`src/rtl/rvx_pkg.sv`:
```
// ----------------------------------------------------------------------------
// rvx_pkg
// Opcodes, fault and access codes and the shared-unit operation set.
// ----------------------------------------------------------------------------
`default_nettype none
package rvx_pkg;
  localparam logic [6:0] OP_LUI    = 7'h37;
  localparam logic [6:0] OP_AUIPC  = 7'h17;
  localparam logic [6:0] OP_JAL    = 7'h6F;
  localparam logic [6:0] OP_JALR   = 7'h67;
  localparam logic [6:0] OP_BRANCH = 7'h63;
  localparam logic [6:0] OP_LOAD   = 7'h03;
  localparam logic [6:0] OP_STORE  = 7'h23;
  localparam logic [6:0] OP_IMM    = 7'h13;
  localparam logic [6:0] OP_REG    = 7'h33;
  localparam logic [6:0] F7_ALT    = 7'h20;
  localparam logic [6:0] F7_MULDIV = 7'h01;
  localparam logic [31:0] ALL_ONES = 32'hFFFFFFFF;

  localparam logic [1:0] FAULT_NONE    = 2'd0;
  localparam logic [1:0] FAULT_ACCESS  = 2'd1;
  localparam logic [1:0] FAULT_ILLEGAL = 2'd2;

  localparam logic [1:0] ACC_NONE  = 2'd0;
  localparam logic [1:0] ACC_LOAD  = 2'd1;
  localparam logic [1:0] ACC_STORE = 2'd2;

  typedef enum logic [3:0] {
    ALU_ADD, ALU_SUB, ALU_SLL, ALU_SRL, ALU_SRA, ALU_SLT, ALU_SLTU,
    ALU_XOR, ALU_OR, ALU_AND, ALU_EQ
  } alu_op_t;

  typedef struct packed {
    logic [31:0] fetch_pc;
    logic [1:0]  mem_op;
    logic [1:0]  mem_size;
    logic [31:0] mem_addr;
    logic [31:0] store_data;
    logic        wb_valid;
    logic [4:0]  wb_index;
    logic [31:0] wb_value;
    logic        halted;
    logic [1:0]  fault;
  } result_t;

  typedef struct packed {
    logic        start;
    logic        is_signed;
    logic        is_div;
    logic        hi;
    logic        a_sgn;
    logic        b_sgn;
  } md_req_t;
endpackage
`default_nettype wire

```
`src/rtl/rvx_alu.sv`:
```
// ----------------------------------------------------------------------------
// rvx_alu
// Shared add, compare, logic and shift unit used by the execute sequencer.
// ----------------------------------------------------------------------------
`default_nettype none
module rvx_alu (
  input  rvx_pkg::alu_op_t op,
  input  logic [31:0]      a,
  input  logic [31:0]      b,
  output logic [31:0]      y
);
  import rvx_pkg::*;
  logic [4:0] sh;
  assign sh = b[4:0];
  always_comb begin
    unique case (op)
      ALU_ADD:  y = a + b;
      ALU_SUB:  y = a - b;
      ALU_SLL:  y = a << sh;
      ALU_SRL:  y = a >> sh;
      ALU_SRA:  y = 32'($signed(a) >>> sh);
      ALU_SLT:  y = {31'd0, $signed(a) < $signed(b)};
      ALU_SLTU: y = {31'd0, a < b};
      ALU_XOR:  y = a ^ b;
      ALU_OR:   y = a | b;
      ALU_AND:  y = a & b;
      ALU_EQ:   y = {31'd0, a == b};
      default:  y = a + b;
    endcase
  end
endmodule
`default_nettype wire

```
`src/rtl/rvx_muldiv.sv`:
```
// ----------------------------------------------------------------------------
// rvx_muldiv
// Radix-2 iterative multiply and divide on magnitudes, 32 steps per op.
// ----------------------------------------------------------------------------
`default_nettype none
module rvx_muldiv (
  input  logic            clk,
  input  logic            rst,
  input  rvx_pkg::md_req_t req,
  input  logic [31:0]     a,
  input  logic [31:0]     b,
  output logic            done,
  output logic [31:0]     y
);
  import rvx_pkg::*;
  logic [63:0] acc;
  logic [31:0] opb;
  logic [31:0] rem;
  logic [5:0]  cnt;
  logic        busy, is_div, hi, neg_q, neg_r, neg_p;
  logic [32:0] trial;
  logic [32:0] psum;
  logic [31:0] am, bm;
  logic [63:0] prod;

  assign am = (req.is_signed && req.a_sgn && a[31]) ? -a : a;
  assign bm = (req.is_signed && req.b_sgn && b[31]) ? -b : b;
  assign trial = {rem, acc[31]} - {1'b0, opb};
  assign psum  = {1'b0, acc[63:32]} + {1'b0, (acc[0] ? opb : 32'd0)};
  assign prod  = neg_p ? -acc : acc;

  always_ff @(posedge clk) begin
    done <= 1'b0;
    if (rst) begin
      busy <= 1'b0;
      cnt <= '0;
    end else if (req.start) begin
      busy <= 1'b1;
      cnt <= '0;
      is_div <= req.is_div;
      hi <= req.hi;
      opb <= bm;
      rem <= '0;
      acc <= {32'd0, am};
      neg_p <= req.is_signed && ((req.a_sgn && a[31]) ^ (req.b_sgn && b[31]));
      neg_q <= req.is_signed && (a[31] ^ b[31]);
      neg_r <= req.is_signed && a[31];
    end else if (busy) begin
      if (is_div) begin
        if (!trial[32]) begin
          rem <= trial[31:0];
          acc <= {acc[62:0], 1'b1};
        end else begin
          rem <= {rem[30:0], acc[31]};
          acc <= {acc[62:0], 1'b0};
        end
      end else begin
        acc <= {psum, acc[31:1]};
      end
      cnt <= cnt + 6'd1;
      if (cnt == 6'd31) begin
        busy <= 1'b0;
        done <= 1'b1;
      end
    end
  end

  always_comb begin
    if (is_div) y = hi ? (neg_r ? -rem : rem) : (neg_q ? -acc[31:0] : acc[31:0]);
    else        y = hi ? prod[63:32] : prod[31:0];
  end
endmodule
`default_nettype wire

```
`src/rtl/rv32im_execute_core.sv`:
```
// ----------------------------------------------------------------------------
// rv32im_execute_core
// Multicycle RV32IM execute core with a shared ALU and iterative mul/div.
// ----------------------------------------------------------------------------
// channel    dir  signals                    payload
// s_axis     in   tvalid tready tdata tuser  tuser=cmd; tdata=instr,load,err
// m_axis     out  tvalid tready tdata tuser  tuser=fault; tdata=result fields
// cfg        in   cfg_we cfg_wdata           reset_pc
// With no stall an accepted request passes through decode/read, the ALU step
// and the result register before the result is valid, and the next request is
// taken only after that result is accepted. MUL/DIV/REM also pass through the
// iterative mul/div unit. Reset clears the register file, PC, halt and pending
// access. A stalled result keeps the core busy and blocks input.
// ----------------------------------------------------------------------------
`default_nettype none
module rv32im_execute_core #(
  parameter int NUM_REGISTERS = 32
) (
  input  logic         clk,
  input  logic         rst,
  input  logic         cfg_we,
  input  logic [31:0]  cfg_wdata,
  input  logic         s_axis_tvalid,
  output logic         s_axis_tready,
  input  logic [71:0]  s_axis_tdata,   // instr_word, load_data, access_error
  input  logic         s_axis_tuser,   // cmd
  output logic         m_axis_tvalid,
  input  logic         m_axis_tready,
  output logic [143:0] m_axis_tdata,   // fetch_pc mem_op mem_size mem_addr
                                       // store_data wb_valid wb_index wb_value
                                       // halted
  output logic [1:0]   m_axis_tuser    // fault
);
  import rvx_pkg::*;

  typedef enum logic [2:0] {S_IDLE, S_DEC, S_EXEC, S_MD, S_FIN, S_OUT} state_t;
  state_t state;

  logic [31:0] regs [NUM_REGISTERS];
  logic [31:0] pc, pend_pc;
  logic        halt;
  logic [1:0]  pend_acc;
  logic [4:0]  pend_rd;
  logic [2:0]  pend_kind;
  logic        cmd, err;
  logic [31:0] ir, ldata, ra, rb;
  result_t     res;

  logic [6:0] op, f7;
  logic [2:0] f3;
  logic [4:0] rd;
  logic [31:0] imm_i, imm_s, imm_b, imm_u, imm_j;
  assign op = ir[6:0];
  assign rd = ir[11:7];
  assign f3 = ir[14:12];
  assign f7 = ir[31:25];
  assign imm_i = {{20{ir[31]}}, ir[31:20]};
  assign imm_s = {{20{ir[31]}}, ir[31:25], ir[11:7]};
  assign imm_b = {{19{ir[31]}}, ir[31], ir[7], ir[30:25], ir[11:8], 1'b0};
  assign imm_u = {ir[31:12], 12'd0};
  assign imm_j = {{11{ir[31]}}, ir[31], ir[19:12], ir[20], ir[30:21], 1'b0};

  function automatic logic [31:0] rdr(input logic [31:0] r [NUM_REGISTERS],
                                      input logic [4:0] i);
    logic [31:0] v;
    v = '0;
    if (i != 5'd0 && 32'(i) < NUM_REGISTERS) v = r[i[$clog2(NUM_REGISTERS)-1:0]];
    return v;
  endfunction

  logic [31:0] rs1v, rs2v;
  assign rs1v = rdr(regs, ir[19:15]);
  assign rs2v = rdr(regs, ir[24:20]);

  // decode into ALU operation and legality
  alu_op_t     aop;
  logic [31:0] aa, ab, ay;
  logic        legal, is_md;
  always_comb begin
    aop = ALU_ADD; aa = ra; ab = rb; legal = 1'b1; is_md = 1'b0;
    unique case (op)
      OP_LUI:    begin aa = 32'd0; ab = imm_u; end
      OP_AUIPC:  begin aa = pc; ab = imm_u; end
      OP_JAL:    begin aa = pc; ab = imm_j; end
      OP_JALR:   begin ab = imm_i; legal = (f3 == 3'd0); end
      OP_BRANCH: begin
        unique case (f3)
          3'd0, 3'd1: aop = ALU_EQ;
          3'd4, 3'd5: aop = ALU_SLT;
          3'd6, 3'd7: aop = ALU_SLTU;
          default: legal = 1'b0;
        endcase
      end
      OP_LOAD:  begin ab = imm_i; legal = !(f3 == 3'd3 || f3 > 3'd5); end
      OP_STORE: begin ab = imm_s; legal = (f3 <= 3'd2); end
      OP_IMM, OP_REG: begin
        if (op == OP_IMM) ab = imm_i;
        unique case (f3)
          3'd0: aop = (op == OP_REG && f7 == F7_ALT) ? ALU_SUB : ALU_ADD;
          3'd1: aop = ALU_SLL;
          3'd2: aop = ALU_SLT;
          3'd3: aop = ALU_SLTU;
          3'd4: aop = ALU_XOR;
          3'd5: aop = (f7 == F7_ALT) ? ALU_SRA : ALU_SRL;
          3'd6: aop = ALU_OR;
          default: aop = ALU_AND;
        endcase
        if (op == OP_IMM) begin
          if (f3 == 3'd1) legal = (f7 == 7'd0);
          else if (f3 == 3'd5) legal = (f7 == 7'd0 || f7 == F7_ALT);
        end else if (f7 == F7_MULDIV) begin
          is_md = 1'b1;
        end else if (f7 == F7_ALT) begin
          legal = (f3 == 3'd0 || f3 == 3'd5);
        end else begin
          legal = (f7 == 7'd0);
        end
      end
      default: legal = 1'b0;
    endcase
  end

  rvx_alu u_alu (.op(aop), .a(aa), .b(ab), .y(ay));

  md_req_t     mreq;
  logic        md_done;
  logic [31:0] md_y;
  assign mreq.start     = (state == S_DEC) && op == OP_REG && f7 == F7_MULDIV && !halt;
  assign mreq.is_div    = f3[2];
  assign mreq.is_signed = f3[2] ? !f3[0] : (f3[1:0] != 2'd3 && f3[1:0] != 2'd0);
  assign mreq.hi        = f3[2] ? f3[1] : (f3[1:0] != 2'd0);
  assign mreq.a_sgn     = 1'b1;
  assign mreq.b_sgn     = f3[2] ? 1'b1 : (f3[1:0] == 2'd1);
  // operands come straight from the register file; ra/rb load on the same edge
  rvx_muldiv u_md (.clk(clk), .rst(rst), .req(mreq), .a(rs1v), .b(rs2v),
                   .done(md_done), .y(md_y));

  logic [31:0] exres, ldv;
  logic [31:0] next_pc;
  always_comb begin
    exres = ay; next_pc = pc + 32'd4;
    unique case (op)
      OP_JAL:  begin exres = pc + 32'd4; next_pc = ay; end
      OP_JALR: begin exres = pc + 32'd4; next_pc = {ay[31:1], 1'b0}; end
      OP_BRANCH: if (ay[0] ^ f3[0]) next_pc = pc + imm_b;
      default: ;
    endcase
    if (op == OP_REG && f7 == F7_MULDIV) begin
      if (f3[2] && rb == 32'd0) exres = f3[1] ? ra : ALL_ONES;
      else if (f3[2] && !f3[0] && ra == 32'h80000000 && rb == ALL_ONES)
        exres = f3[1] ? 32'd0 : ra;
      else exres = md_y;
    end
    unique case (pend_kind)
      3'd0: ldv = {{24{ldata[7]}}, ldata[7:0]};
      3'd1: ldv = {{16{ldata[15]}}, ldata[15:0]};
      3'd4: ldv = {24'd0, ldata[7:0]};
      3'd5: ldv = {16'd0, ldata[15:0]};
      default: ldv = ldata;
    endcase
  end

  function automatic logic wr_ok(input logic [4:0] i);
    return i != 5'd0 && 32'(i) < NUM_REGISTERS;
  endfunction

  result_t res_next;
  always_comb begin
    res_next = '0;
    res_next.fetch_pc = (pend_acc != ACC_NONE) ? pend_pc : pc;
    res_next.halted = halt;
    if (!halt) begin
      if (cmd == 1'b0 && pend_acc == ACC_NONE) begin
        if (err || !legal) begin
          res_next.halted = 1'b1; res_next.fetch_pc = pc;
          res_next.fault = err ? FAULT_ACCESS : FAULT_ILLEGAL;
        end else if (op == OP_LOAD || op == OP_STORE) begin
          res_next.fetch_pc = pc + 32'd4;
          res_next.mem_op = (op == OP_LOAD) ? ACC_LOAD : ACC_STORE;
          res_next.mem_size = f3[1:0];
          res_next.mem_addr = ay;
          res_next.store_data = (op == OP_STORE) ? rb : 32'd0;
        end else begin
          res_next.fetch_pc = next_pc;
          if (op != OP_BRANCH && wr_ok(rd)) begin
            res_next.wb_valid = 1'b1; res_next.wb_index = rd; res_next.wb_value = exres;
          end
        end
      end else if (cmd == 1'b1 && pend_acc != ACC_NONE) begin
        if (err) begin
          res_next.halted = 1'b1; res_next.fetch_pc = pc;
          res_next.fault = FAULT_ACCESS;
        end else begin
          res_next.fetch_pc = pend_pc;
          if (pend_acc == ACC_LOAD && wr_ok(pend_rd)) begin
            res_next.wb_valid = 1'b1; res_next.wb_index = pend_rd;
            res_next.wb_value = ldv;
          end
        end
      end
    end
  end

  assign s_axis_tready = (state == S_IDLE);
  assign m_axis_tvalid = (state == S_OUT);
  assign m_axis_tdata  = {5'd0, res.halted, res.wb_value, res.wb_index, res.wb_valid,
                          res.store_data, res.mem_addr, res.mem_size, res.mem_op,
                          res.fetch_pc};
  assign m_axis_tuser  = res.fault;

  always_ff @(posedge clk) begin
    if (rst) begin
      state <= S_IDLE;
      pc <= '0; halt <= 1'b0; pend_acc <= ACC_NONE;
      pend_rd <= '0; pend_kind <= '0; pend_pc <= '0;
      for (int i = 0; i < NUM_REGISTERS; i++) regs[i] <= '0;
    end else if (cfg_we) begin
      pc <= cfg_wdata; halt <= 1'b0; pend_acc <= ACC_NONE;
    end else begin
      unique case (state)
        S_IDLE: if (s_axis_tvalid) begin
          cmd <= s_axis_tuser;
          ir <= s_axis_tdata[31:0];
          ldata <= s_axis_tdata[63:32];
          err <= s_axis_tdata[64];
          state <= S_DEC;
        end
        S_DEC: begin
          ra <= rs1v;
          rb <= rs2v;
          state <= (op == OP_REG && f7 == F7_MULDIV && cmd == 1'b0 && !halt &&
                    pend_acc == ACC_NONE && !err) ? S_MD : S_EXEC;
        end
        S_MD: if (md_done) state <= S_EXEC;
        S_EXEC: state <= S_FIN;
        S_FIN: begin
          res <= res_next;
          state <= S_OUT;
          if (!halt) begin
            if (cmd == 1'b0 && pend_acc == ACC_NONE) begin
              if (err || !legal) begin
                halt <= 1'b1;
              end else if (op == OP_LOAD || op == OP_STORE) begin
                pend_acc <= (op == OP_LOAD) ? ACC_LOAD : ACC_STORE;
                pend_rd <= rd; pend_kind <= f3; pend_pc <= pc + 32'd4;
              end else begin
                pc <= next_pc;
                if (op != OP_BRANCH && wr_ok(rd)) begin
                  regs[rd[$clog2(NUM_REGISTERS)-1:0]] <= exres;
                end
              end
            end else if (cmd == 1'b1 && pend_acc != ACC_NONE) begin
              pend_acc <= ACC_NONE;
              if (err) begin
                halt <= 1'b1;
              end else begin
                pc <= pend_pc;
                if (pend_acc == ACC_LOAD && wr_ok(pend_rd)) begin
                  regs[pend_rd[$clog2(NUM_REGISTERS)-1:0]] <= ldv;
                end
              end
            end
          end
        end
        S_OUT: if (m_axis_tready) state <= S_IDLE;
        default: state <= S_IDLE;
      endcase
    end
  end
endmodule
`default_nettype wire

```
`config.mk`:
```
export PLATFORM = sky130hd
export DESIGN_NAME = rv32im_execute_core
export DESIGN_NICKNAME = d
export VERILOG_FILES = /design/src/rtl/rvx_pkg.sv /design/src/rtl/rvx_alu.sv /design/src/rtl/rvx_muldiv.sv /design/src/rtl/rv32im_execute_core.sv
export SDC_FILE = /design/constraint.sdc
export NUM_CORES = 2
export LEC_CHECK = 0
export BUFFER_PORTS_ARGS = -buffer_cell sky130_fd_sc_hd__buf_2
export CORE_ASPECT_RATIO = 1.4
export CORE_UTILIZATION = 40
export CTS_BUF_LIST = sky130_fd_sc_hd__clkbuf_4 sky130_fd_sc_hd__clkbuf_8 sky130_fd_sc_hd__clkbuf_16
export DETAILED_ROUTE_END_ITERATION = 8
export GPL_ROUTABILITY_DRIVEN = 1
export SLEW_MARGIN = 5
export SYNTH_ARGS = -nofsm -noshare
export SYNTH_HDL_FRONTEND = slang
export SYNTH_SLANG_ARGS = --single-unit
```
`constraint.sdc`:
```
create_clock -name clk -period 9.5 [get_ports clk]
set_clock_uncertainty 0.15 [all_clocks]
set_input_delay 1.9 -clock clk [delete_from_list [all_inputs] [get_ports clk]]
set_output_delay 1.9 -clock clk [all_outputs]
set_load 0.005 [all_outputs]
```
* Yosys cells after proc, flatten, opt, wreduce, memory -nomap -nowiden
Index checks and enable logic that the tools add are counted.
Cells by class: $add $sub $neg 12, magnitude comparators 10, eq/ne operators 55, shift-type cells 3, mux-type cells 111, bitwise operators 19, reductions and logical operators 80
Operators by type and width (number):
- 1024-bit 2-to-1 mux | 7
- 1024-bit bitwise mux | 2
- 32-bit 2-to-1 mux | 42
- 32-bit binary-select mux with 5-bit select | 2
- 32-bit demux with 5-bit select | 2
- 32-bit one-hot mux with 10 select lines | 1
- 64-bit 2-to-1 mux | 3
- 32-bit one-hot mux with 5 select lines | 1
- 38-bit 2-to-1 mux | 4
- 141-bit 2-to-1 mux | 1
- 68-bit 2-to-1 mux | 2
- 32-bit negation | 4
- 32-bit one-hot mux with 4 select lines | 1
- 106-bit 2-to-1 mux | 1
- 32-bit one-hot mux with 3 select lines | 1
- 41-bit 2-to-1 mux | 2
- 32-bit adder | 2
- 32-bit == test (second input constant) | 2
- 32-bit less-than comparator | 2
- 64-bit negation | 1
- 32-bit one-hot mux with 2 select lines | 1
- 32-bit by 32-bit adder with 33-bit output | 1
- 33-bit by 32-bit subtractor with 33-bit output | 1
- 32-bit by 3-bit adder with 32-bit output (second input constant) | 1
- 63 further kinds | 203
Word-level totals: register bits after elaboration 1514, input bits 110, output and inout port bits 148, word-level logic and storage cells 357

* Logic depth before layout (Yosys ltp)
word-level depth 16, depth in mapped cells 28, depth with buffers taken out 21

* By module
From an unflattened synthesis, not the netlist that was laid out.
Unflattened totals: cells, all modules 11095, area, all modules 106081.7 um^2
Modules (own cells, without submodules):
- rv32im_execute_core | times used 1, cells an instance 8173, area each 83829.1 um^2, seq. area each 30199.0 um^2
- rvx_muldiv | times used 1, cells an instance 1654, area each 13735.7 um^2, seq. area each 4154.0 um^2
- rvx_alu | times used 1, cells an instance 1268, area each 8516.9 um^2, seq. area each 0.0 um^2

* Worst setup path after synthesis
Ideal clock, no wire load.
path type in2reg, start point input rst, end point register res, in the netlist m_axis_tdata[0], enable pin, setup time 0.644 ns, data arrival time 8.309 ns, required time 8.706 ns, path slack 0.397 ns, stages 4, buffers on the path 1, cell sequence clkinv_1 -> clkbuf_1 -> nand2_1 -> nor2_1
Between the ends: longest elaborated chain between the ends 2
RTL lines:
- start: declaration | RTL line rv32im_execute_core.sv:20 | input logic rst,
- 1-bit NOT (no line)
- 3-bit AND reduction (no line)
- end signal: assignment | RTL line rv32im_execute_core.sv:237 | res <= res_next;
- end: declaration | RTL line rv32im_execute_core.sv:47 | result_t res;
Every way passes these cells. A chain may end at the register's enable or synchronous reset.

==> out/metrics.yaml <==
layout:
  area_growth_pct: 11.83
  drive_gt1_share_pct: 18.61
  final_cell_mix: "dfxtp_1, o21ai_0, nor2_1"
  design_area_um2: 112000
  instances_no_fill: 14130
  fillers: 24170
  final_common_cell: "dfxtp_1"
  final_util_pct: 44.92
  nets: 11000
flow_run:
  cap_viol_max_count: 2
clock_network:
  cts-root-buf: "clkbuf_16"
  clk_latency_ns: 0.91
  cts_made_buffers: 171
  cts_sinks: 1514
  clk_pin_slew_ns: 0.06
  h-tree-depth: 4
  post-cts-setup-buffers: 0
  hold_buffers: 0
  tritoncts: "yes"
  cts_buffer_depth: 4
  ctsResizeCount: 0
place:
  port-buffer-count: 245
  dp_slack_ns: 1.551
  gp_congestion: 1.130
  dp_hpwl_mm: 393.9
  place.detailed.instances: 13780
  place_area_um2: 106000
yosys:
  yosysWarnings: 0
  avgSynthCellArea_um2: 9.237
  synth_top_area_share_pct: 22.19
  synth_flop_cell: "dfxtp_1"
  synth_top_cell_by_area: "dfxtp_1"
  synthTopCellsByArea: "dfxtp_1, mux4_2, edfxtp_1"
  ys_seq_elements: 1514
  ys_seq_area_share_pct: 34.31
  synth_edf_count: 404
  syn_inst: 10840
  synth.distinct_cells: 116
  syn_area_um2: 100100
  async_flop_share_pct: 0
drt:
  route.met3.wl_mm: 51.90
  met2WireLength_mm: 248.0
  vias_per_cell: 7.235
  via_count: 102200
  drc_errors: 28
  routed.top_layer: "met5"
  ant_nets: 0
  wirelength_mm: 539.9
  first_pass_iters: 9
  wl_met1_mm: 170.7
  avgRoutedWirePerCell_um: 38.22
  drt_iter0_drc: 15500
floorplanning:
  die_area_um2: 252300
  die_x_um: 424.8
  die_h_um: 594.0
  rows: 217
  design.portCount: 258
  core_region_area_um2: 249200
  initial_core_util_pct: 40.17
critical_path:
  crit_path_frequent_cell: "buf_4"
  path_cells: "nand4bb_1 -> or3_1 -> buf_4 -> o21ai_0 -> nand2b_1 -> buf_4 -> and2_1 -> a221o_1 -> ha_1 -> nor2_1 -> nand4_1 -> nor2_1 -> nand4b_1 -> a31oi_1 -> o31a_1 -> a211oi_1 -> a221oi_2 -> buf_4 -> nand2_2 -> mux2i_1 -> a221oi_1 -> a21oi_1"
  endpoint_kind: "flip-flop"
  slowest_delay_ns: 0.63
  rrSetupSlack_ns: 0.93
  reg2regPathDepth: 22
  reg2reg_to: "m_axis_tdata[6]$_DFFE_PP_"
  crit_type: "flip-flop to flip-flop"
  cp_slowest_cell: "a221oi_1"
  r2r_start: "ir[3]$_DFFE_PP_"
  critPathMaxFanout: 17
  worstPathArrival_ns: 8.98
  worst_ep_required_time_ns: 9.91
  crit_path_start_kind: "flip-flop"
global_routing:
  grt_max_degree: 143
  grt_usage_pct: 41.52
  grt_pass1_wl_mm: 750.9
  grt_overflow_total: 0
  antenna_found_initial: 48
  first_global_vias: 97840
timing:
  fin_crit_ns: 8.566
  rsz0062_at_grt: "false"
  finalMaxSlewViolations: 12
  max-slew-margin-rel_pct: -8.146
  worstMarginPinSlew_ns: 1.611
  final.setup.tns_ns: 0
  clock.fmax_mhz: 116.7
  hold-worst-slack_ns: 0.3275
  final_hold_viol_count: 0
  finalSetupViolations: 0
  fin_ws_ns: 0.9341
  period_share_pct: 90.17
power:
  totalPowerFinal_mw: 15.17
  p_leak_nw: 39.26
  power_density_nw_per_um2: 135.4
  peakVddDrop_uv: 168.5
run_status:
  violations: "DRC, capacitance limit, slew limit"
  outcome: "complete, but fails checks"
worst_hold_path:
  holdPathStages: 1
  worstHoldStart: "regs[1004]$_SDFFE_PP0P_"
  hold_path_class: "flip-flop to flip-flop"
  hold_end: "regs[1004]$_SDFFE_PP0P_"
per-layer routing:
layer	vias to the layer above	track usage (%)
met2	7808	66.55
met5	-	0.2299
li1	41660	-
met4	22	42.70
met1	49890	42.59
met3	2830	11.21
cells in the mapped netlist, drive strengths merged, types with 22 or more instances:
library cell  number
and2              84
nand2b            56
o21ai           1061
a21o              55
and3             200
inv              207
a22oi            323
o211ai           103
xor2              98
o21a              35
mux4             655
nand4             52
nor2b             73
ha               207
o31ai             84
clkbuf           847
a221o             30
a222oi           157
nand3            181
mux2i            148
a221oi           102
or3               46
nor3             306
o21bai            27
dfxtp           1110
a31oi            166
a211oi           180
nor2             969
a21oi            695
buf              255
nor4              76
or2               36
o41ai             22
edfxtp           404
o221ai           106
o22ai            192
xnor2            213
a22o              70
a32oi             64
o211a             42
a211o             32
or4               25
nand2            739
worst max-delay path, delay by kind of cell (launching register included):
kind            cells  cell delay, ns
fa+ha+maj           1            0.49
mux                 1            0.24
flops               1            0.60
buf+inv             3            0.63
compound gates      8            2.90
simple gates        9            3.22
worst max path at each step:
stage	slack, ns	start	endpoint	depth (start not counted)
2_1_floorplan	0.40	rst	m_axis_tdata[0]$_DFFE_PP_	4
3_3_place_gp	1.66	ir[5]$_DFFE_PP_	m_axis_tdata[136]$_SDFFCE_PP0P_	22
3_5_place_dp	1.55	ir[3]$_DFFE_PP_	m_axis_tdata[6]$_DFFE_PP_	22
4_1_cts	1.54	ir[3]$_DFFE_PP_	m_axis_tdata[6]$_DFFE_PP_	22
5_1_grt	1.05	ir[3]$_DFFE_PP_	m_axis_tdata[6]$_DFFE_PP_	22
6_report	0.93	ir[3]$_DFFE_PP_	m_axis_tdata[6]$_DFFE_PP_	22
sequential cells by signal (all words and copies together) (netlist names), 5 cells and up:
name / flops
ir: 32
ldata: 32
m_axis_tdata: 139
pc: 32
pend_pc: 32
pend_rd: 5
ra: 32
rb: 32
regs: 1024
u_md.acc: 64
u_md.cnt: 6
u_md.opb: 32
u_md.rem: 32
cell families after synthesis:
family	synth area share [%]
AO/OA/AOI/OAI	24.86
XOR/XNOR	2.721
adder cells (fa/ha/maj)	2.687
buffers and inverters	5.247
flip-flops	34.31
multiplexers	16.40
other	0.003746
AND/OR/NAND/NOR	13.77
cell type report:
cell class              instances  area (µm²)  share of cell area, %
clock inverters                63       630.6                 0.5632
repair buffers                761        5426                  4.847
flip-flops and latches       1514       34350                  30.68
inverters                     211       802.0                 0.7163
well taps                    3285        4110                  3.671
diodes                         34       85.08                0.07599
multi-input cells            8016       61470                  54.90
clock buffers                 242        5092                  4.548
where the power goes:
group	internal (mW)	switching (mW)
registers	6.62	0.0677
logic	0.377	1.06
clock network	3.99	3.04
Note: power is estimated with default switching activity, not from simulation.
